$ cat src/hw/rtl/mpwa_pkg.sv
// ----------------------------------------------------------------------------
// mpwa_pkg
// Shared widths, constants and types of the windowed mechanical power
// average block.
// ----------------------------------------------------------------------------
package mpwa_pkg;

    // window length and the widths that follow from it
    localparam int WINDOW    = 10;
    localparam int IDX_W     = (WINDOW > 1) ? $clog2(WINDOW) : 1;
    localparam int CNT_W     = $clog2(WINDOW + 1);

    // sample and power widths
    localparam int POS_W     = 24;
    localparam int FRC_W     = 24;
    localparam int DIFF_W    = POS_W + 1;
    localparam int PROD_W    = DIFF_W + FRC_W;
    localparam int DOT_W     = PROD_W + 1;
    localparam int MAG_W     = DOT_W - 1;
    localparam int LO_W      = 25;
    localparam int HI_W      = MAG_W - LO_W;
    localparam int RATE_W    = 20;
    localparam int PLO_W     = LO_W + RATE_W;
    localparam int PHI_W     = HI_W + RATE_W;
    localparam int FULL_W    = HI_W + RATE_W + LO_W;
    localparam int POW_W     = 48;
    localparam int AVG_W     = POW_W - 1;
    localparam int SUM_W     = POW_W + CNT_W;

    // divider: DIV_BITS quotient bits per cycle
    localparam int DIV_BITS  = 8;
    localparam int DIV_STEPS = (SUM_W + DIV_BITS - 1) / DIV_BITS;
    localparam int DIV_PAD_W = DIV_STEPS * DIV_BITS;
    localparam int DCNT_W    = (DIV_STEPS > 1) ? $clog2(DIV_STEPS) : 1;

    // configuration port
    localparam int PADDR_W   = 3;
    localparam int PDATA_W   = 32;
    localparam logic [RATE_W-1:0] RATE_RESET = RATE_W'(1000);
    localparam logic REG_SAMPLE_RATE = 1'b0;

    localparam logic [AVG_W-1:0] AVG_MAX = {AVG_W{1'b1}};

    typedef enum logic [3:0] {
        S_IDLE,
        S_LANE,
        S_MERGE,
        S_MUL_LO,
        S_MUL_HI,
        S_SAT,
        S_PUSH,
        S_START,
        S_DIV,
        S_OUT
    } t_state;

    // step controls for the merging and scaling stage
    typedef struct packed {
        logic merge;
        logic mul_lo;
        logic mul_hi;
        logic sat;
    } t_scale_ctrl;

endpackage

$ cat src/hw/rtl/mpwa_lane.sv
// ----------------------------------------------------------------------------
// mpwa_lane
// One axis: position change times force, registered.
// ----------------------------------------------------------------------------
module mpwa_lane
    import mpwa_pkg::*;
(
    input  logic                     i_clk,
    input  logic                     i_en,
    input  logic signed [POS_W-1:0]  i_pos,
    input  logic signed [POS_W-1:0]  i_last,
    input  logic signed [FRC_W-1:0]  i_force,
    output logic signed [PROD_W-1:0] o_prod
);

    logic signed [DIFF_W-1:0] diff;
    logic signed [PROD_W-1:0] r_prod;

    assign diff = DIFF_W'(i_pos) - DIFF_W'(i_last);

    always_ff @(posedge i_clk) begin
        if (i_en) begin
            r_prod <= PROD_W'(diff) * PROD_W'(i_force);
        end
    end

    assign o_prod = r_prod;

endmodule

$ cat config.mk
export PLATFORM = sky130hd
export DESIGN_NAME = mpwa_lane
export DESIGN_NICKNAME = d
export VERILOG_FILES = /design/src/hw/rtl/mpwa_pkg.sv /design/src/hw/rtl/mpwa_lane.sv
export SDC_FILE = /design/constraint.sdc
export NUM_CORES = 2
export LEC_CHECK = 0
export ABC_AREA = 1
export ABC_CLOCK_PERIOD_IN_PS = 16100
export BUFFER_PORTS_ARGS = -buffer_cell sky130_fd_sc_hd__buf_2
export CORE_ASPECT_RATIO = 1.75
export CORE_MARGIN = 2
export CORE_UTILIZATION = 25
export DETAILED_ROUTE_END_ITERATION = 8
export SYNTH_ARGS = -nofsm -noshare
export SYNTH_HDL_FRONTEND = slang
export SYNTH_SLANG_ARGS = --single-unit
$ cat constraint.sdc
create_clock -name i_clk -period 16.1 [get_ports i_clk]
set_clock_uncertainty 0.05 [all_clocks]
set_input_delay 1.61 -clock i_clk [delete_from_list [all_inputs] [get_ports i_clk]]
set_output_delay 1.61 -clock i_clk [all_outputs]
set_load 0.005 [all_outputs]
### Word level (Yosys, flattened, before mapping)

Index checks and enable logic that the tools add are counted.

| storage, ports and cells | value |
|---|---|
| register bits | 49 |
| input port bits | 74 |
| output and inout port bits | 49 |
| word-level logic and storage cells | 3 |

| operators by class | value |
|---|---|
| add/subtract/negate cells | 1 |
| multipliers | 1 |

Operators with widths:

| operator | count |
|---|---|
| multiplier 25 x 24 -> 49 bit | 1 |
| subtractor 24 x 24 -> 25 bit | 1 |

### Logic depth before layout (Yosys ltp)

| logic depth | value |
|---|---|
| word-level depth | 2 |
| gate-level depth with buffers | 41 |
| gate-level depth less buffers | 40 |

### Least setup slack after synthesis

OpenSTA, ideal clock, no wires.

| path | value |
|---|---|
| path type | input to register |
| start | in i_pos[0] |
| end | reg r_prod[48], in the netlist o_prod[48], data pin |
| setup time | 0.252 ns |
| arrival | 8.707 ns |
| required time | 15.798 ns |
| slack | 7.090 ns |
| stages | 38 |
| buffers on the path | 2 |
| path through | inv_1 -> ha_1 -> inv_1 -> fa_1 -> nand3_1 -> nand3_1 -> nand2_1 -> nand2_1 -> nand2_1 -> nand4_1 -> nand2_2 -> buf_6 -> nor2_1 -> fa_1 -> inv_1 -> fa_1 -> inv_1 -> fa_1 -> (+2 left out) -> ha_1 -> a21oi_1 -> fa_1 -> inv_1 -> fa_1 -> inv_1 -> fa_1 -> inv_1 -> ha_1 -> nand2_1 -> nor2_1 -> nand2_1 -> nor2_1 -> nand3_1 -> nand3_1 -> inv_1 -> nand2_1 -> nand2_1 |

| on the way | value |
|---|---|
| cells in the longest elaborated chain, start to end | 2 |

RTL lines:

| item | RTL line | text |
|---|---|---|
| start: declaration | mpwa_lane.sv:10 | `input logic signed [POS_W-1:0] i_pos,` |
| subtractor 24 x 24 -> 25 bit | mpwa_lane.sv:19 | `assign diff = DIFF_W'(i_pos) - DIFF_W'(i_last);` |
| multiplier 25 x 24 -> 49 bit | mpwa_lane.sv:23 | `r_prod <= PROD_W'(diff) * PROD_W'(i_force);` |
| end signal: assignment | mpwa_lane.sv:23 |  |
| end: declaration | mpwa_lane.sv:17 | `logic signed [PROD_W-1:0] r_prod;` |

Every way passes these cells.
A chain may end at the register's enable or synchronous reset.

### Worst setup path in the final report

| path | value |
|---|---|
| start | in i_pos[0] |
| end | reg r_prod[40], in the netlist o_prod[40], data pin |

The elaborated chain is that of the path after synthesis.

==> run_results.csv <==
group,metric,value,unit
detailed_routing,viasPerCell,4.536,
detailed_routing,first_iter_violations,1186,
grt,met2_usage,0.3471,
floorplan,core,104700,µm²
yosys,ys_warn_count,0,
critical_path,endpoint,"o_prod[40]",
worst_hold_path,min_path_type,"in2reg",
clock_tree,hold_buffers,0,
floorplan,initial_core_util,0.2520,
grt,antenna_found_initial,3,
placed_design,dpl.hpwl,82060,µm
sta,setup-tns-final,0,ns
sta,worst_pin_slew,1.186,ns
clock_tree,cts.repair.resized,0,
sta,max_freq,93.85,MHz
clock_tree,clk_root_buffer_cell,"clkbuf_16",
yosys,ys.flop_type,"edfxtp_1",
yosys,syn_inst,3374,
grt,use_met1,0.1774,
yosys,synth_fp_nets,4232,
critical_path,crit_required,16.13,ns
yosys,synth-simple-area-share,0.2042,
layout,largest_register_ffs,49,
grt,grt_pass1_wl,143900,µm
sta,setup_violations,0,
yosys,post_synth_mux_area_share,0,
floorplan,pin_count,123,
critical_path,end_kind,"flip-flop",
critical_path,path_max_fanout,19,
yosys,synth_largest_area_cell,"fa_1",
grt,grt_max_degree,50,
critical_path,slowest_delay,0.98,ns
worst_hold_path,min_path_cells,4,
layout,drive_gt1_frac,0.05162,
floorplan,die_y,433.8,µm
yosys,synth_compound_area_frac,0.02224,
critical_path,arrival,10.68,ns
sta,slew_violations,0,
critical_path,critPathKind,"in2reg",
yosys,synth_top_family_by_area,"adder cells",
clock_tree,clkTransAtPathRegs,0.08,ns
detailed_routing,drcViolationCount,0,
yosys,seq_area_frac_synth,0.05576,
grt,grt_pass1_vias,23870,
sta,hold_viol_final,0,
grt,overflow,0,
job,cap_violations,0,
clock_tree,clock_path_buffers,2,
floorplan,die-area,108300,µm²
critical_path,slowest_stage,"fa_1",
yosys,synth.avg_cell_area,7.821,µm²
yosys,synthAdderAreaFrac,0.5487,
yosys,synthArstFlopShare,0,
grt,use_met3,0.01437,
sta,rsz0062_at_grt,"false",
placed_design,dpl_cell_area,28410,µm²
critical_path,critPathMostFrequentCell,"fa_1",
yosys,yosys-top-cells-count,"inv_1 (928), nand2_1 (735), fa_1 (622), nor2_1 (410), ha_1 (162)",
layout,layout.nets,4286,
clock_tree,cts_tree,"done",
detailed_routing,ant_nets,0,
critical_path,worst-path-stages,33,
clock_tree,cts.sinks,49,
sta,finalCritPeriodShare,0.6618,
placed_design,gp_congestion,0.9796,
yosys,ys_types,39,
yosys,ys_seq_elements,49,
grt,top_usage_layer,"met2",
grt,grt_usage,0.1780,
sta,slew_headroom,0.2074,
yosys,synth_edf_count,49,
detailed_routing,via_count,21690,
sta,min_period,10.66,ns
clock_tree,cts_made_buffers,5,
yosys,synth_most_common_cell,"inv_1",
floorplan,std_cell_rows,157,
yosys,synth_xor_area_frac,0.01859,
layout,fin_area,28550,µm²
layout,area_growth,8.203,%
clock_tree,cts_setup_buffers,0,
critical_path,path_buf_inv,7,
critical_path,critPathTopFamily,"adder cells",
detailed_routing,routedWlPerCell,19.65,µm
clock_tree,htree_levels,2,
outcome,status,"completed",
critical_path,crit_path_start_kind,"primary input",
critical_path,crit_start,"i_pos[0]",
detailed_routing,drt-total-wl,93940,µm
yosys,syn_area,26390,µm²
yosys,synth_area_leaders,"fa_1 (47%), inv_1 (13%), nand2_1 (10%)",
placed_design,portBuffers,122,
detailed_routing,drtPass1Iterations,7,
yosys,synth_top_area_frac,0.4719,
floorplan,die_w,249.6,µm
worst min-delay path by stage:
| stage | startpoint | to | slack, ns |
|---|---|---|---|
| 2_1_floorplan | i_en | o_prod[0] | 1.67 |
| 3_3_place_gp | o_prod[7] | o_prod[7] | 1.97 |
| 3_5_place_dp | o_prod[42] | o_prod[42] | 1.95 |
| 4_1_cts | i_force[0] | o_prod[1] | 1.90 |
| 5_1_grt | i_force[0] | o_prod[1] | 1.95 |
| 6_report | i_force[0] | o_prod[1] | 1.93 |
cells in the final DEF (no fill, tap or decap), types with 2 or more instances in the layout:
| cell type | synthesis | routed |
|---|---|---|
| nor3b_2 | 2 | 2 |
| buf_4 | 3 | 17 |
| fa_1 | 622 | 622 |
| a21oi_1 | 68 | 68 |
| xnor2_1 | 15 | 14 |
| clkbuf_16 | 0 | 5 |
| nand4_1 | 25 | 25 |
| o21a_1 | 2 | 2 |
| nand2_4 | 2 | 2 |
| clkinv_1 | 14 | 14 |
| nand3b_1 | 2 | 2 |
| nand2_2 | 6 | 6 |
| o21ai_0 | 30 | 30 |
| inv_1 | 928 | 928 |
| xor2_1 | 36 | 36 |
| a21o_1 | 3 | 3 |
| nor3_1 | 10 | 10 |
| ha_1 | 162 | 162 |
| and3_1 | 2 | 2 |
| or2_2 | 6 | 6 |
| nand3_1 | 128 | 128 |
| clkbuf_1 | 63 | 2 |
| nand2_1 | 735 | 735 |
| inv_2 | 4 | 4 |
| nor2_2 | 4 | 4 |
| edfxtp_1 | 49 | 49 |
| nor2_1 | 410 | 410 |
| o21bai_1 | 7 | 7 |
| buf_2 | 22 | 122 |
logic make-up (layout without fill, tap and decap cells):
logic type,Yosys count,count (layout)
buf+inv,1039,1094
flops,49,49
xor+xnor,53,53
other cells,0,1
simple gates,1338,1338
compound gates,111,111
fa+ha+maj,784,784
stage by stage:
stage	utilization	hold slack, ns	instances	worst slack [ns]
after CTS	0.2727	1.896	4780	5.360
after global placement	0.2713	1.965	4772	5.034
after detailed placement	0.2713	1.951	4772	5.038
after floorplan	-	1.673	3374	7.090
after global routing	0.2727	1.946	4780	4.935
final	0.2727	1.930	4781	5.445
metal layers:
layer,part of all wire,routed length [µm]
met5,0.00024,23
met4,0.087,8143
met3,0.039,3657
met2,0.54,50970
met1,0.33,31150
layout make-up:
| type | count | area [µm²] |
|---|---|---|
| timing repair buffer | 139 | 738.2 |
| clock buffer | 7 | 132.6 |
| sequential | 49 | 1471 |
| antenna | 1 | 2.502 |
| multi-input combinational | 2286 | 20950 |
| fill | 11390 | 76150 |
| clock inverter | 1 | 7.507 |
| tap | 1351 | 1690 |
| inverter | 947 | 3557 |
Power is left out: the tool's default activity adds up to more than one toggle a clock period on the data nets, which glitch-free logic cannot reach.
