`src/hw/rtl/mpwa_pkg.sv`:
```
// ----------------------------------------------------------------------------
// mpwa_pkg
// Shared widths, constants and types of the windowed mechanical power
// average block.
// ----------------------------------------------------------------------------
package mpwa_pkg;

    // window length and the widths that follow from it
    localparam int WINDOW    = 10;
    localparam int IDX_W     = (WINDOW > 1) ? $clog2(WINDOW) : 1;
    localparam int CNT_W     = $clog2(WINDOW + 1);

    // sample and power widths
    localparam int POS_W     = 24;
    localparam int FRC_W     = 24;
    localparam int DIFF_W    = POS_W + 1;
    localparam int PROD_W    = DIFF_W + FRC_W;
    localparam int DOT_W     = PROD_W + 1;
    localparam int MAG_W     = DOT_W - 1;
    localparam int LO_W      = 25;
    localparam int HI_W      = MAG_W - LO_W;
    localparam int RATE_W    = 20;
    localparam int PLO_W     = LO_W + RATE_W;
    localparam int PHI_W     = HI_W + RATE_W;
    localparam int FULL_W    = HI_W + RATE_W + LO_W;
    localparam int POW_W     = 48;
    localparam int AVG_W     = POW_W - 1;
    localparam int SUM_W     = POW_W + CNT_W;

    // divider: DIV_BITS quotient bits per cycle
    localparam int DIV_BITS  = 8;
    localparam int DIV_STEPS = (SUM_W + DIV_BITS - 1) / DIV_BITS;
    localparam int DIV_PAD_W = DIV_STEPS * DIV_BITS;
    localparam int DCNT_W    = (DIV_STEPS > 1) ? $clog2(DIV_STEPS) : 1;

    // configuration port
    localparam int PADDR_W   = 3;
    localparam int PDATA_W   = 32;
    localparam logic [RATE_W-1:0] RATE_RESET = RATE_W'(1000);
    localparam logic REG_SAMPLE_RATE = 1'b0;

    localparam logic [AVG_W-1:0] AVG_MAX = {AVG_W{1'b1}};

    typedef enum logic [3:0] {
        S_IDLE,
        S_LANE,
        S_MERGE,
        S_MUL_LO,
        S_MUL_HI,
        S_SAT,
        S_PUSH,
        S_START,
        S_DIV,
        S_OUT
    } t_state;

    // step controls for the merging and scaling stage
    typedef struct packed {
        logic merge;
        logic mul_lo;
        logic mul_hi;
        logic sat;
    } t_scale_ctrl;

endpackage

```
`src/hw/rtl/mpwa_scale.sv`:
```
// ----------------------------------------------------------------------------
// mpwa_scale
// Merge the three lane products into the dot product, scale it by the
// sample rate in two partial products and saturate to 48 bits.
// ----------------------------------------------------------------------------
module mpwa_scale
    import mpwa_pkg::*;
(
    input  logic                     i_clk,
    input  t_scale_ctrl              i_ctrl,
    input  logic signed [PROD_W-1:0] i_prod_x,
    input  logic signed [PROD_W-1:0] i_prod_y,
    input  logic signed [PROD_W-1:0] i_prod_z,
    input  logic [RATE_W-1:0]        i_rate,
    output logic signed [POW_W-1:0]  o_power
);

    logic signed [DOT_W-1:0] dot;
    logic [DOT_W-1:0]        dot_abs;
    logic [FULL_W-1:0]       full;
    logic                    sat_pos;
    logic                    sat_neg;

    logic                    r_neg;
    logic [MAG_W-1:0]        r_mag;
    logic [PLO_W-1:0]        r_plo;
    logic [PHI_W-1:0]        r_phi;
    logic signed [POW_W-1:0] r_power;

    assign dot     = DOT_W'(i_prod_x) + DOT_W'(i_prod_y) + DOT_W'(i_prod_z);
    assign dot_abs = dot[DOT_W-1] ? DOT_W'(-dot) : DOT_W'(dot);

    assign full    = (FULL_W'(r_phi) << LO_W) + FULL_W'(r_plo);
    assign sat_pos = |full[FULL_W-1:POW_W-1];
    assign sat_neg = (|full[FULL_W-1:POW_W]) || (full[POW_W-1] && (|full[POW_W-2:0]));

    always_ff @(posedge i_clk) begin
        if (i_ctrl.merge) begin
            r_neg <= dot[DOT_W-1];
            r_mag <= dot_abs[MAG_W-1:0];
        end
        if (i_ctrl.mul_lo) begin
            r_plo <= PLO_W'(r_mag[LO_W-1:0]) * PLO_W'(i_rate);
        end
        if (i_ctrl.mul_hi) begin
            r_phi <= PHI_W'(r_mag[MAG_W-1:LO_W]) * PHI_W'(i_rate);
        end
        if (i_ctrl.sat) begin
            if (r_neg) begin
                r_power <= sat_neg ? {1'b1, {(POW_W-1){1'b0}}} : -full[POW_W-1:0];
            end else begin
                r_power <= sat_pos ? {1'b0, {(POW_W-1){1'b1}}} : full[POW_W-1:0];
            end
        end
    end

    assign o_power = r_power;

endmodule

```
`config.mk`:
```
export PLATFORM = sky130hd
export DESIGN_NAME = mpwa_scale
export DESIGN_NICKNAME = d
export VERILOG_FILES = /design/src/hw/rtl/mpwa_pkg.sv /design/src/hw/rtl/mpwa_scale.sv
export SDC_FILE = /design/constraint.sdc
export NUM_CORES = 2
export LEC_CHECK = 0
export BUFFER_PORTS_ARGS = -buffer_cell sky130_fd_sc_hd__buf_2
export CAP_MARGIN = 20
export CORE_UTILIZATION = 30
export CTS_BUF_LIST = sky130_fd_sc_hd__clkbuf_16
export CTS_CLUSTER_DIAMETER = 150
export CTS_CLUSTER_SIZE = 8
export DETAILED_ROUTE_END_ITERATION = 10
export GPL_ROUTABILITY_DRIVEN = 0
export GPL_TIMING_DRIVEN = 0
export PLACE_DENSITY = 0.51
export SLEW_MARGIN = 5
export SYNTH_ARGS = -nofsm -noshare
export SYNTH_HDL_FRONTEND = slang
export SYNTH_SLANG_ARGS = --single-unit
```
`constraint.sdc`:
```
create_clock -name i_clk -period 10.75 [get_ports i_clk]
set_input_delay 3.225 -clock i_clk [delete_from_list [all_inputs] [get_ports i_clk]]
set_output_delay 3.225 -clock i_clk [all_outputs]
set_load 0.05 [all_outputs]
```
# --- Word-level counts from Yosys, hierarchy flattened ---
# Cells that the tools add are included.
totals:
  regBits: 187
  inputBits: 172
  wordCells: 21
classes:
  add_sub_neg: 5
  mul: 2
  n_mux: 4
  reduce_logical: 5
op_table:
  columns: ["cell", "count"]
  rows:
  - ["$mux W48", 3]
  - ["$add A69 B45 Y69", 1]
  - ["$add A49 B49 Y50", 1]
  - ["$add A50 B49 Y50", 1]
  - ["$mux W49", 1]
  - ["$neg A49 Y49", 1]
  - ["$neg A48 Y48", 1]
  - ["$reduce_or A47 Y1", 1]
  - ["$mul A25 B20 Y45", 1]
  - ["$mul A24 B20 Y44", 1]
  - ["$reduce_or A22 Y1", 1]
  - ["$reduce_or A21 Y1", 1]
  - ["$logic_and A1 B1 Y1", 1]
  - ["$logic_or A1 B1 Y1", 1]

# --- Depth between registers and ports, before layout ---
logic_depth:
  word_depth: 6
  ltp_mapped: 29
  depth_no_buf: 27

# --- Least setup slack after synthesis ---
# Ideal clock, no wire load.
synth_path:
  path_type: "in2reg"
  startpoint: "in i_rate[2]"
  endpoint: "reg r_plo[43] (data pin)"
  t_arrival_ps: 10013
  required_ps: 10485
  path_slack_ps: 472
  path_stages: 25
  cell_sequence: "clkbuf_1 -> clkbuf_1 -> and2_1 -> fa_1 -> fa_1 -> inv_1 -> fa_1 -> inv_1 -> fa_1 -> fa_1 -> fa_1 -> inv_1 -> fa_1 -> inv_1 -> ha_1 -> and3_1 -> a221o_1 -> o21ai_0 -> a31oi_1 -> o211ai_1 -> a311oi_1 -> or4b_2 -> a41oi_1 -> o21ai_0 -> xor2_1"
synth_between:
  elab_chain_cells: 1
synth_rtl:
  columns: ["item", "line_no", "text"]
  rows:
  - ["start: declaration", "mpwa_scale.sv:14", "input logic [RATE_W-1:0] i_rate,"]
  - ["$mul A25 B20 Y45", "mpwa_scale.sv:43", "r_plo <= PLO_W'(r_mag[LO_W-1:0]) * PLO_W'(i_rate);"]
  - ["end signal: assignment", "mpwa_scale.sv:43", null]
  - ["end: declaration", "mpwa_scale.sv:26", "logic [PLO_W-1:0] r_plo;"]
# Every way passes these cells.
# A chain may end at the register's enable or synchronous reset.

# --- Worst setup path in the final report ---
layout_path:
  startpoint: "in i_rate[2]"
  endpoint: "reg r_plo[44] (data pin)"
# Same word-level chain as after synthesis.

==> out/metrics.cfg <==
[timing]
min_period_over_period_pct=97.5
finalSetupViolCount=0
final-hold-violation-count=0
slew_headroom_pct=22.4
skew_ns=0.0340
min_period_ns=10.48
grt_setup_unrepaired=false
worstMarginPinSlew_ns=1.16
fmax_mhz=95.4
drv_slew=0

[cells_and_area]
seq_area_um2=5620
syn_to_final_growth_pct=9.48
nets=6774
final_cell_mix=915 x inv_1, 852 x fa_1, 698 x nand2_1, 458 x and2_1, 379 x ha_1
multiInputGateArea_um2=36700
fin_cells=7435
fill_cells=16151
layout-drive-gt1-share_pct=7.17
layout_commonest_cell=inv_1

[cts]
post-cts-setup-buffers=0
postCtsHoldBufs=0
clkTransAtPathRegs_ns=0.08
cts_buffer_depth=2
clock-root-buffer=clkbuf_16
clock-sinks=187
htreeDepth=4
cts_buffers=17
insertion_delay_ns=0.54
cts_tree=done

[yosys]
synthFlopType=edfxtp_1
syn_area_um2=46800
ys_warn_count=0
synth_top_cell_by_area=fa_1
synthTopCellsByArea=fa_1 36%, edfxtp_1 12%, ha_1 10%
synth_nets=6551
synthCells=5147
syn_area_per_cell_um2=9.09
synth-seq-cells=187
async_flop_share_pct=0
ys_types=100
ys_seq_area_share_pct=12.0
synth_edf_count=187
synth_top_area_share_pct=36.5

[critical_path]
reg2regPathDepth=27
crit_top_cell=fa_1
crit_path_end_kind=flop
timing_worst_setup_path_type=in2reg
cp_max_fo=10
required_ns=10.99
startpoint_type=input pin
cp_data_arrival_time_ns=10.72
r2r-end=r_plo[43]
cpPeakStageDelay_ns=0.55
reg2reg_from=r_mag[8]
reg2reg_slack_ns=2.24
slowest_stage=fa_1

[global_routing]
grt_pass1_vias=37790
grt_usage_pct=20.4
busiest_layer=met2
grt.met2_usage_pct=31.6
grt_max_degree=51
grt_pass1_wl_um=240000
grt_use_met1_pct=28.1
antenna_found_initial=16
groute.layer.met3.usage_pct=4.37
grt_remaining_overflow=0

[hold_path]
min_path_type=reg2reg
holdPathStages=1
holdPathEnd=o_power[6]
hp-start=r_plo[6]

[route]
via_count=37204
post_drt_via_cell_ratio=5.00
drc=51
wl_um=160000
first_pass_iters=8
drt-wirelength-per-cell_um=21.6
ant_nets=0
drtIter0Drc=2855

[die]
io_pins=220
fp-row-count=144
die_w_um=397
initial_core_util_pct=30.3
die_y_um=397
die_area_um2=158000
coreArea_um2=154000

[job]
maxCapViolCount=0

[placement]
port_buffers=199
dpl.hpwl_um=135000
post-place-cells=7394

[status]
violations=DRC
status=complete, but fails checks

[cell families (layout without fill, tap and decap cells)]
logic type	Yosys count	after routing	synth area share [%]
AO/OA/AOI/OAI	666	666	9.94
XOR/XNOR	184	184	3.44
adder cells (fa/ha/maj)	1232	1232	46.6
buffers and inverters	1202	1438	9.79
flip-flops	187	187	12.0
multiplexers	10	10	0.230
other	0	8	0
AND/OR/NAND/NOR	1666	1666	18.0
[stage by stage]
stage                     worst slack [ns]  hold WS (ns)  TNS [ns]  cell area [um2]  utilization, %
after detailed placement             -1.87         0.668    -38.49            50400            32.6
after global routing                0.0333         0.714         0            51200            33.2
final                                0.272         0.696         0            51200            33.2
after floorplan                      0.472         0.577         0            46800               -
after CTS                          0.00129         0.699         0            51100            33.1
after global placement               -1.98         0.691    -39.29            50300            32.6
[metal layers]
| metal | vias to the layer above | part of all wire [%] |
|---|---|---|
| li1 | 16876 | - |
| met1 | 18675 | 44 |
| met2 | 1397 | 44 |
| met3 | 250 | 8.9 |
| met4 | 6 | 3.6 |
| met5 | - | 0.028 |
[flip-flops by register name, indices dropped and copies added (netlist names)]
name     cells
r_neg        1
o_power     48
r_phi       44
r_mag       49
r_plo       45
[Yosys cell counts (all sizes together) (8+ instances only)]
master / number
a2111oi: 10
a211o: 16
a211oi: 43
a21o: 83
a21oi: 159
a31oi: 19
and2: 458
and3: 31
and4: 9
buf: 27
clkbuf: 261
edfxtp: 187
fa: 853
ha: 379
inv: 914
nand2: 699
nand2b: 16
nand3: 70
nand3b: 13
nand4: 47
nor2: 115
nor2b: 21
nor3: 65
nor4: 24
o2111a: 19
o2111ai: 8
o211ai: 20
o21a: 34
o21ai: 119
o21bai: 18
o22ai: 13
o31ai: 23
o41ai: 11
or2: 17
or3: 37
or4: 14
xnor2: 128
xor2: 56
[cell type report]
type,count,area share [%]
clock inverter,15,0.352
multi-input combinational,3758,71.6
inverter,914,6.70
buffer,288,2.49
timing repair buffer,204,2.08
sequential,187,11.0
clock buffer,17,0.830
antenna,8,0.0391
tap,2044,4.99
[worst max path at each step]
stage               startpoint        end  slack (ns)
floorplan            i_rate[2]  r_plo[43]        0.47
global placement     i_rate[5]  r_plo[44]       -1.98
detailed placement   i_rate[7]  r_plo[44]       -1.87
CTS                  i_rate[5]  r_phi[43]       0.001
global route         i_rate[2]  r_plo[43]        0.03
finish               i_rate[2]  r_plo[44]        0.27
[critical path, delay by kind of cell]
| family | cells | cell delay [ns] |
|---|---|---|
| simple gates | 3 | 0.49 |
| fa+ha+maj | 8 | 3.85 |
| compound gates | 8 | 2.27 |
| buf+inv | 6 | 0.71 |
| xor+xnor | 1 | 0.17 |
[repair_timing]
action,4_1_cts,5_1_grt
pin swaps,0,1
hold endpoints to repair,0,0
endpoints found under the setup margin,34,12
gates resized for setup,48,90
Power is not shown: default switching activity piles up to over one toggle a cycle in this logic, so the estimate is an artifact.
