**config.mk**
```make
export PLATFORM = sky130hd
export DESIGN_NAME = mpwa_div
export DESIGN_NICKNAME = d
export VERILOG_FILES = /design/src/hw/rtl/mpwa_pkg.sv /design/src/hw/rtl/mpwa_div.sv
export SDC_FILE = /design/constraint.sdc
export NUM_CORES = 1
export LEC_CHECK = 0
export BUFFER_PORTS_ARGS = -buffer_cell sky130_fd_sc_hd__buf_2
export CAP_MARGIN = 20
export CORE_MARGIN = 5
export CORE_UTILIZATION = 55
export DETAILED_ROUTE_END_ITERATION = 6
export PLACE_DENSITY = 0.85
export SLEW_MARGIN = 0
export SYNTH_ARGS = -nofsm -noshare
export SYNTH_HDL_FRONTEND = slang
export SYNTH_SLANG_ARGS = --single-unit
```
**constraint.sdc**
```tcl
create_clock -name i_clk -period 14 [get_ports i_clk]
set_clock_uncertainty 0.1 [all_clocks]
set_input_delay 0.7 -clock i_clk [delete_from_list [all_inputs] [get_ports i_clk]]
set_output_delay 0.7 -clock i_clk [all_outputs]
set_load 0.005 [all_outputs]
```
**src/hw/rtl/mpwa_pkg.sv**
```systemverilog
// ----------------------------------------------------------------------------
// mpwa_pkg
// Shared widths, constants and types of the windowed mechanical power
// average block.
// ----------------------------------------------------------------------------
package mpwa_pkg;

    // window length and the widths that follow from it
    localparam int WINDOW    = 10;
    localparam int IDX_W     = (WINDOW > 1) ? $clog2(WINDOW) : 1;
    localparam int CNT_W     = $clog2(WINDOW + 1);

    // sample and power widths
    localparam int POS_W     = 24;
    localparam int FRC_W     = 24;
    localparam int DIFF_W    = POS_W + 1;
    localparam int PROD_W    = DIFF_W + FRC_W;
    localparam int DOT_W     = PROD_W + 1;
    localparam int MAG_W     = DOT_W - 1;
    localparam int LO_W      = 25;
    localparam int HI_W      = MAG_W - LO_W;
    localparam int RATE_W    = 20;
    localparam int PLO_W     = LO_W + RATE_W;
    localparam int PHI_W     = HI_W + RATE_W;
    localparam int FULL_W    = HI_W + RATE_W + LO_W;
    localparam int POW_W     = 48;
    localparam int AVG_W     = POW_W - 1;
    localparam int SUM_W     = POW_W + CNT_W;

    // divider: DIV_BITS quotient bits per cycle
    localparam int DIV_BITS  = 8;
    localparam int DIV_STEPS = (SUM_W + DIV_BITS - 1) / DIV_BITS;
    localparam int DIV_PAD_W = DIV_STEPS * DIV_BITS;
    localparam int DCNT_W    = (DIV_STEPS > 1) ? $clog2(DIV_STEPS) : 1;

    // configuration port
    localparam int PADDR_W   = 3;
    localparam int PDATA_W   = 32;
    localparam logic [RATE_W-1:0] RATE_RESET = RATE_W'(1000);
    localparam logic REG_SAMPLE_RATE = 1'b0;

    localparam logic [AVG_W-1:0] AVG_MAX = {AVG_W{1'b1}};

    typedef enum logic [3:0] {
        S_IDLE,
        S_LANE,
        S_MERGE,
        S_MUL_LO,
        S_MUL_HI,
        S_SAT,
        S_PUSH,
        S_START,
        S_DIV,
        S_OUT
    } t_state;

    // step controls for the merging and scaling stage
    typedef struct packed {
        logic merge;
        logic mul_lo;
        logic mul_hi;
        logic sat;
    } t_scale_ctrl;

endpackage

```
**src/hw/rtl/mpwa_div.sv**
```systemverilog
// ----------------------------------------------------------------------------
// mpwa_div
// Restoring divider for the window mean: DIV_BITS quotient bits per cycle,
// narrow divisor (the fill count).
// ----------------------------------------------------------------------------
module mpwa_div
    import mpwa_pkg::*;
(
    input  logic              i_clk,
    input  logic              i_rst_n,
    input  logic              i_start,
    input  logic [SUM_W-1:0]  i_dividend,
    input  logic [CNT_W-1:0]  i_divisor,
    output logic              o_done,
    output logic [SUM_W-1:0]  o_quotient
);

    logic [DIV_PAD_W-1:0] r_work;
    logic [CNT_W:0]       r_rem;
    logic [CNT_W-1:0]     r_divisor;
    logic [DCNT_W-1:0]    r_cnt;
    logic                 r_busy;
    logic                 r_done;

    logic [DIV_PAD_W-1:0] n_work;
    logic [CNT_W:0]       n_rem;

    // DIV_BITS shift-subtract steps on the narrow remainder
    always_comb begin
        n_work = r_work;
        n_rem  = r_rem;
        for (int i = 0; i < DIV_BITS; i++) begin
            n_rem  = {n_rem[CNT_W-1:0], n_work[DIV_PAD_W-1]};
            n_work = {n_work[DIV_PAD_W-2:0], 1'b0};
            if (n_rem >= {1'b0, r_divisor}) begin
                n_rem     = n_rem - {1'b0, r_divisor};
                n_work[0] = 1'b1;
            end
        end
    end

    always_ff @(posedge i_clk) begin
        if (!i_rst_n) begin
            r_busy <= 1'b0;
            r_done <= 1'b0;
            r_cnt  <= '0;
        end else begin
            r_done <= 1'b0;
            if (i_start) begin
                r_busy <= 1'b1;
                r_cnt  <= '0;
            end else if (r_busy) begin
                r_cnt <= r_cnt + 1'b1;
                if (r_cnt == DCNT_W'(DIV_STEPS - 1)) begin
                    r_busy <= 1'b0;
                    r_done <= 1'b1;
                end
            end
        end
    end

    always_ff @(posedge i_clk) begin
        if (i_start) begin
            r_work    <= DIV_PAD_W'(i_dividend);
            r_rem     <= '0;
            r_divisor <= i_divisor;
        end else if (r_busy) begin
            r_work <= n_work;
            r_rem  <= n_rem;
        end
    end

    assign o_done     = r_done;
    assign o_quotient = r_work[SUM_W-1:0];

endmodule

```
Word level (Yosys, flattened, before mapping):

Cells that the tools add are included.

* add/subtract/negate cells: 9
* magnitude comparators: 8
* equal/unequal tests: 1
* mux-type cells: 22
* bitwise gates (word level): 2
* reduce and logical (&&, ||, !) cells: 3

Operators with widths (count)
* 52-bit two-way mux: 2
* 5-bit by 4-bit >= comparator with 1-bit output: 8
* 4-bit two-way mux: 8
* 4-bit subtractor: 8
* 1-bit two-way mux: 12
* 3-bit by 1-bit adder with 3-bit output, second input constant: 1
* 3-bit == test, second input constant: 1
* 3-bit OR reduction: 1
* 1-bit NOT: 2
* 2-bit nonzero test: 1
* 2-bit OR reduction: 1

* bits in registers: 69
* bits of input ports: 59

Depth between registers and ports, before layout:

Gate-level depths: netlist of the first run.

* depth after elaboration: 18
* depth in mapped cells: 64

Worst setup path after synthesis of the first run:

OpenSTA, ideal clock, no wires.

* path type: register to register
* start: register r_divisor[1]
* end: register r_rem[1]
* arrival time: 11.928 ns
* required time: 13.760 ns
* slack: 1.833 ns
* cell stages (with the launch flop): 61
* buffers on the path: 0
* clock period less this slack: 12.167 ns
* cell sequence: edfxtp_1 -> inv_1 -> ha_1 -> or4_4 -> a21oi_4 -> nor2_2 -> mux2_2 -> inv_1 -> ha_1 -> a2111oi_0 -> o32a_1 -> nand3_1 -> o21ai_0 -> inv_1 -> ha_1 -> a21oi_1 -> o21ai_0 -> a211oi_4 -> (+25 left out) -> o21ai_0 -> inv_1 -> ha_1 -> o21ai_0 -> a21boi_0 -> o21ai_0 -> nand2b_1 -> a221oi_4 -> mux2i_1 -> ha_1 -> o21ai_0 -> nand2b_1 -> a21o_1 -> a21oi_1 -> o21ai_2 -> a21oi_4 -> mux2i_1 -> a211oi_1

* longest elaborated chain between the ends: 16

RTL lines
* from (decl): line mpwa_div.sv:20 `logic [CNT_W-1:0] r_divisor;`
* from (signal assigned): line mpwa_div.sv:66 `r_divisor <= i_divisor;`
* 4-bit subtractor or 5-bit by 4-bit >= comparator with 1-bit output (tied branches): line mpwa_div.sv:36, mpwa_div.sv:35
* 4-bit two-way mux: line mpwa_div.sv:35 `if (n_rem >= {1'b0, r_divisor}) begin`
* 4-bit subtractor or 5-bit by 4-bit >= comparator with 1-bit output (tied branches): line mpwa_div.sv:36, mpwa_div.sv:35
* 4-bit two-way mux: line mpwa_div.sv:35
* 4-bit subtractor or 5-bit by 4-bit >= comparator with 1-bit output (tied branches): line mpwa_div.sv:36, mpwa_div.sv:35
* 4-bit two-way mux: line mpwa_div.sv:35
* 5-bit by 4-bit >= comparator with 1-bit output or 4-bit subtractor (tied branches): line mpwa_div.sv:35, mpwa_div.sv:36
* 4-bit two-way mux: line mpwa_div.sv:35
* 4-bit subtractor or 5-bit by 4-bit >= comparator with 1-bit output (tied branches): line mpwa_div.sv:36, mpwa_div.sv:35
* 4-bit two-way mux: line mpwa_div.sv:35
* 4-bit subtractor or 5-bit by 4-bit >= comparator with 1-bit output (tied branches): line mpwa_div.sv:36, mpwa_div.sv:35
* 4-bit two-way mux: line mpwa_div.sv:35
* 5-bit by 4-bit >= comparator with 1-bit output or 4-bit subtractor (tied branches): line mpwa_div.sv:35, mpwa_div.sv:36
* 4-bit two-way mux: line mpwa_div.sv:35
* 4-bit subtractor or 5-bit by 4-bit >= comparator with 1-bit output (tied branches): line mpwa_div.sv:36, mpwa_div.sv:35
* 4-bit two-way mux (*): line mpwa_div.sv:35
* to (signal assigned): line mpwa_div.sv:69 `r_rem <= n_rem;`
* to (decl): line mpwa_div.sv:19 `logic [CNT_W:0] r_rem;`

Every way passes the cells marked *; elsewhere a longest branch is shown, timed or not.
A chain may end at the register's enable or synchronous reset.

Final worst setup path of the first run:

* start: register r_divisor[3]
* end: register r_rem[1]

* longest elaborated chain between the ends: 16

RTL lines (line)
* 4-bit subtractor or 5-bit by 4-bit >= comparator with 1-bit output (tied branches): mpwa_div.sv:36, mpwa_div.sv:35
* 4-bit two-way mux: mpwa_div.sv:35
* 5-bit by 4-bit >= comparator with 1-bit output or 4-bit subtractor (tied branches): mpwa_div.sv:35, mpwa_div.sv:36
* 4-bit two-way mux: mpwa_div.sv:35
* 4-bit subtractor or 5-bit by 4-bit >= comparator with 1-bit output (tied branches): mpwa_div.sv:36, mpwa_div.sv:35
* 4-bit two-way mux: mpwa_div.sv:35
* 4-bit subtractor or 5-bit by 4-bit >= comparator with 1-bit output (tied branches): mpwa_div.sv:36, mpwa_div.sv:35
* 4-bit two-way mux: mpwa_div.sv:35
* 4-bit subtractor or 5-bit by 4-bit >= comparator with 1-bit output (tied branches): mpwa_div.sv:36, mpwa_div.sv:35
* 4-bit two-way mux: mpwa_div.sv:35
* 5-bit by 4-bit >= comparator with 1-bit output or 4-bit subtractor (tied branches): mpwa_div.sv:35, mpwa_div.sv:36
* 4-bit two-way mux: mpwa_div.sv:35
* 5-bit by 4-bit >= comparator with 1-bit output or 4-bit subtractor (tied branches): mpwa_div.sv:35, mpwa_div.sv:36
* 4-bit two-way mux: mpwa_div.sv:35
* 4-bit subtractor or 5-bit by 4-bit >= comparator with 1-bit output (tied branches): mpwa_div.sv:36, mpwa_div.sv:35
* 4-bit two-way mux (*): mpwa_div.sv:35

Marked as above.

==> metrics.yaml, run 1 <==
die:
  die_x_um: 105
  die_y_um: 105
  start_util: 0.567
  pin_count: 112
  placementRows: 34
  core_area_sq_um: 8720
  die_area_sq_um: 11000
global_route:
  grt_max_degree: 69
  grt_antenna_before_repair: 0
  grt-ovfl-total: 0
  grt_pass1_vias: 3669
  grt_usage: 0.199
  grt_pass1_wl_mm: 17.8
timing:
  slew_violations: 0
  rsz0062_at_grt: "no"
  tightest_slew_ns: 0.839
  setup_tns_ns: 0
  slew_headroom: 0.441
  clock.fmax_mhz: 77.7
  hold_viol_final: 0
  min_period_ns: 12.87
  setup_viol: 0
  finalCritPeriodShare: 0.920
setup_path:
  worst-setup-path-type: "reg -> reg"
  cpMaxStageDelayCell: "or4_4"
  worst_path_most_repeated_cell: "ha_1"
  required_ns: 14.11
  max_stage_delay_ns: 0.53
  path_max_fanout: 9
  worst_setup_path_end_kind: "flip-flop"
  arrival_ns: 12.99
  startpoint_type: "flip-flop"
place:
  dpl.cell_count: 598
  gp_congestion: 0.873
  port_buffers: 111
  dp_hpwl_mm: 7.99
synthesis:
  ys.flop_type: "edfxtp_1"
  syn_area_per_cell_sq_um: 11.3
  synth_nets: 538
  synth_edf_count: 56
  ys_types: 55
  seq_area_frac_synth: 0.393
  netlist_instances: 437
  yosys_register_bits: 69
  synthArstFlopShare: 0
  syn_area_sq_um: 4940
  synth_warnings: 0
clock_tree:
  htree_levels: 3
  clk_path_buf_depth: 2
  holdBufCountCts: 0
  clk_latency_ns: 0.36
  post_cts_buffers: 0
  cts-root-buf: "clkbuf_8"
  ctsResizeCount: 0
  cts-buffers-inserted: 9
  path_clk_slew_ns: 0.09
  clock-sinks: 69
  tritoncts: "built"
route:
  drt-total-wl_mm: 10.9
  wl_per_cell_um: 17.7
  vias_per_cell: 5.74
  antenna_left: 0
  drc: 0
  dr.pass1.iters: 5
  drt_iter0_markers: 215
  vias: 3537
cells_and_area:
  filler_cell_count: 640
  final_cells: 616
  area_growth_pct: 10.4
  finalNetCount: 603
  utilization: 0.626
  drive_gt1_frac: 0.398
flow_run:
  cap_violations: 0
hold_path:
  hp-class: "reg -> reg"
outcome:
  status: "finished, final reports clean"
cell usage in the layout (no fill, tap or decap), types with 4 or more instances in the layout:
master	synthesis	routed
o21ai_0	19	16
ha_1	34	34
mux2_2	54	54
nand3_1	5	5
nor2b_1	4	4
clkbuf_8	0	9
dfxtp_1	13	13
a21oi_1	14	14
xor2_1	7	7
fa_1	8	8
xnor2_1	8	8
buf_2	1	111
edfxtp_1	56	56
buf_4	52	4
inv_1	36	36
nand2_1	15	15
mux2i_1	18	18
a21o_1	9	9
nor2_1	14	14
nand2b_1	9	9
worst max-delay path, delay by kind of cell, from the launching register on:
| kind | cells | cell delay, ns |
|---|---|---|
| AND/OR/NAND/NOR | 12 | 1.86 |
| AO/OA/AOI/OAI | 27 | 5.52 |
| multiplexers | 6 | 2.10 |
| adder cells (fa/ha/maj) | 8 | 2.17 |
| buffers and inverters | 7 | 0.65 |
| flip-flops | 1 | 0.34 |
layer usage:
metal / global-route usage / share of wire / vias to the layer above
li1: - / - / 1655
met1: 0.244 / 0.40 / 1661
met2: 0.334 / 0.49 / 188
met3: 0.0506 / 0.086 / 33
met4: 0.0785 / 0.029 / 0
met5: 0 / 0 / -
area by class of cell:
class | count | area, sq um | area share
Multi-Input combinational cell | 270 | 2440 | 0.447
Sequential cell | 69 | 1940 | 0.356
Timing Repair Buffer | 116 | 606 | 0.111
Inverter | 36 | 135 | 0.0248
Tap cell | 108 | 135 | 0.0248
Clock buffer | 10 | 128 | 0.0234
Clock inverter | 6 | 71.3 | 0.0131
Antenna cell | 1 | 2.50 | 0.000459
final timing paths:
path	to	depth (start not counted)	slack, ns	startpoint
min reg2reg	o_done	2	0.39	r_cnt[2]
max reg2reg	r_rem[1]	60	1.13	r_divisor[3]
max	r_rem[1]	60	1.13	r_divisor[3]
min	o_done	2	0.39	r_cnt[2]
flip-flops by register name, indices dropped and copies added (netlist names):
name       flops
r_work        56
r_busy         1
r_rem          4
o_done         1
r_cnt          3
r_divisor      4
stage by stage:
step                      setup WS [ns]  area [sq um]  hold WS (ns)
after floorplan                    1.83          4940         0.360
after global placement             1.36          5240         0.381
after detailed placement          0.972          5240         0.378
after CTS                         0.908          5430         0.399
after global routing             0.0148          5450         0.418
final                              1.13          5460         0.394
synthesized netlist by cell type (all sizes together), types with 2 or more instances:
| master | instances | area [sq um] |
|---|---|---|
| a211oi | 4 | 42.5 |
| a21boi | 2 | 15.0 |
| a21o | 9 | 67.6 |
| a21oi | 16 | 103 |
| a221oi | 2 | 35.0 |
| a311oi | 3 | 26.3 |
| a31oi | 3 | 18.8 |
| and2 | 2 | 12.5 |
| buf | 53 | 395 |
| clkbuf | 9 | 33.8 |
| dfxtp | 13 | 260 |
| edfxtp | 56 | 1680 |
| fa | 8 | 160 |
| ha | 34 | 425 |
| inv | 36 | 135 |
| mux2 | 57 | 653 |
| mux2i | 18 | 180 |
| nand2 | 16 | 62.6 |
| nand2b | 9 | 56.3 |
| nand3 | 5 | 25.0 |
| nor2 | 15 | 58.8 |
| nor2b | 4 | 25.0 |
| nor3b | 2 | 15.0 |
| o21ai | 21 | 113 |
| or2 | 4 | 25.0 |
| or3 | 3 | 18.8 |
| xnor2 | 8 | 70.1 |
| xor2 | 7 | 61.3 |
cells by family after synthesis:
kind of cell / after synthesis / share of synthesized area
DFF: 69 / 0.393
muxes: 75 / 0.169
adders and majority gates: 42 / 0.118
buffers and inverters: 98 / 0.114
and+or+nand+nor: 65 / 0.0681
AOI/OAI and AO/OA: 73 / 0.111
xor gates and xnor gates: 15 / 0.0266
Power of run 1 is left out: the tool's default activity adds up to more than one toggle a clock period on the data nets, which glitch-free logic cannot reach.
==> run 2, diff against run 1 <==
--- a/config.mk
+++ b/config.mk
@@ -7,7 +7,7 @@
 export LEC_CHECK = 0
 export BUFFER_PORTS_ARGS = -buffer_cell sky130_fd_sc_hd__buf_2
 export CAP_MARGIN = 20
-export CORE_MARGIN = 5
+export CORE_MARGIN = 1
 export CORE_UTILIZATION = 55
 export DETAILED_ROUTE_END_ITERATION = 6
 export PLACE_DENSITY = 0.85
==> run 2 against run 1 <==
Effect of this change: design area increased by 0.60%; setup slack got worse by 0.11 ns; non-clock buffer count is 4 higher; sequential cell count stayed put; register-to-register slack got worse by 0.11 ns; clock-buffer cell count shrank 1; final cell count grew 0.32%; sequential share of layout area is 0.21 points lower; first-iteration DRC count grew 8.4%; global-route usage grew 3.5 points; worst hold slack better by 0.0033 ns; core utilization increased by 0.37 points.
==> metrics.yaml, run 2 (same netlist as run 1, synthesis figures left out) <==
cells_and_area:
  area_growth_pct: 11.0
  layout.cells.most_common: "buf_2"
  layout_common_cells: "buf_2, edfxtp_1, mux2_2, inv_1, ha_1"
  diodes: 0  # -1
  finalNetCount: 607  # +0.66%
  largestRegisters: "r_work x56, r_divisor x4, r_rem x4"
  largest_reg_flops: 56  # unchanged
  drive_gt1_frac: 0.406  # +0.00746
  max_flop_register: "r_work"
route:
  drc: 0  # unchanged
  drt_iter0_markers: 233  # +8.4%
  dr.pass1.iters: 4  # -1
  drt-total-wl_mm: 10.8  # -1.2%
  antenna_left: 0  # unchanged
  vias: 3508  # -0.82%
  vias_per_cell: 5.68  # -1.1%
  wl_per_cell_um: 17.4  # -1.5%
clock_tree:
  clk_latency_ns: 0.34  # -0.02 ns
  clk_path_buf_depth: 2  # unchanged
  cts-buffers-inserted: 9  # unchanged
  htree_levels: 3  # unchanged
  cts-root-buf: "clkbuf_8"
  tritoncts: "built"
  holdBufCountCts: 0  # unchanged
  clock-sinks: 69  # unchanged
  path_clk_slew_ns: 0.08  # about the same
timing:
  worst_slack_ns: 1.01  # -0.111 ns
  rsz0062_at_grt: "no"
  setup_tns_ns: 0  # unchanged
  clock.fmax_mhz: 77.0  # -0.86%
  slew_violations: 0  # unchanged
  slew_headroom: 0.452  # +0.0110
  setup_viol: 0  # unchanged
  hold_viol_final: 0  # unchanged
  min_period_ns: 12.99  # +0.111 ns
  tightest_slew_ns: 0.822  # -0.0165 ns
  finalCritPeriodShare: 0.928  # +0.00795
  fin_hold_ws_ns: 0.397  # +0.00332 ns
setup_path:
  required_ns: 14.08  # -0.03 ns
  startpoint_type: "flip-flop"
  worst_setup_path_end_kind: "flip-flop"
  cpMaxStageDelayCell: "or4_4"
  arrival_ns: 13.07  # +0.08 ns
  worst-setup-path-type: "reg -> reg"
  rr_startpoint: "r_divisor[3]"
  path_max_fanout: 9  # unchanged
  max_stage_delay_ns: 0.54  # about the same
  startpoint: "r_divisor[3]"
  worst_path_most_repeated_cell: "ha_1"
die:
  die_y_um: 96.8  # -7.6%
  start_util: 0.567  # unchanged
  die_x_um: 96.8  # -7.6%
  core_area_sq_um: 8720  # unchanged
  die_area_sq_um: 9370  # -15%
  placementRows: 34  # unchanged
  pin_count: 112  # unchanged
global_route:
  grt_antenna_before_repair: 0  # unchanged
  grt-ovfl-total: 0  # unchanged
  grt_usage: 0.233  # +0.0347
  grt_pass1_vias: 3753  # +2.3%
  grt_max_degree: 69  # unchanged
  grt_pass1_wl_mm: 17.6  # -1.4%
place:
  port_buffers: 111  # unchanged
  gp_congestion: 0.854  # -2.2%
  pre_cts_slack_ns: 0.237  # -0.736 ns
  dp_hpwl_mm: 7.69  # -3.7%
outcome:
  status: "finished, final reports clean"
flow_run:
  cap_violations: 0  # unchanged
hold_path:
  hp-class: "reg -> reg"
  worstHoldStart: "r_cnt[2]"
run 2: metal layers:
metal	share of wire	vias up	track usage
met1	0.39	1666	0.273
met2	0.51	152	0.412
met4	0.030	0	0.0953
li1	-	1660	-
met5	0	-	0
met3	0.073	30	0.0520
run 2: area by class of cell:
| cell class | instances | area [sq um] |
|---|---|---|
| multi-input combinational | 270 | 2440 |
| inverter | 36 | 135 |
| clock inverter | 6 | 88.8 |
| sequential | 69 | 1940 |
| timing repair buffer | 120 | 623 |
| tap | 108 | 135 |
| fill | 617 | 3230 |
| clock buffer | 9 | 124 |
run 2: repair_timing:
action / CTS / global route
endpoints found under the setup margin: 0 / 5
buffers inserted: 0 / 6
resized for setup: 0 / 4
run 2: metrics by stage:
stage | utilization | std cells | cell area, sq um
floorplan | - | 437 | 4940
global placement | 0.599 | 597 | 5230
detailed placement | 0.599 | 597 | 5230
CTS | 0.624 | 612 | 5440
global route | 0.629 | 618 | 5490
finish | 0.629 | 618 | 5490
run 2: final timing paths:
check                           cells after the start  endpoint  slack (ns)
worst max-delay path                               60  r_rem[1]        1.01
worst min-delay path                                2    o_done        0.40
worst max register to register                     60  r_rem[1]        1.01
worst min register to register                      2    o_done        0.40
run 2: worst max-delay path, delay by kind of cell (launching register included):
family	cells	cell delay (ns)
AOI/OAI and AO/OA	27	5.64
adders and majority gates	8	2.20
buffers and inverters	7	0.64
DFF	1	0.33
muxes	6	2.05
and+or+nand+nor	12	1.85
Power of run 2 is left out for the same reason.
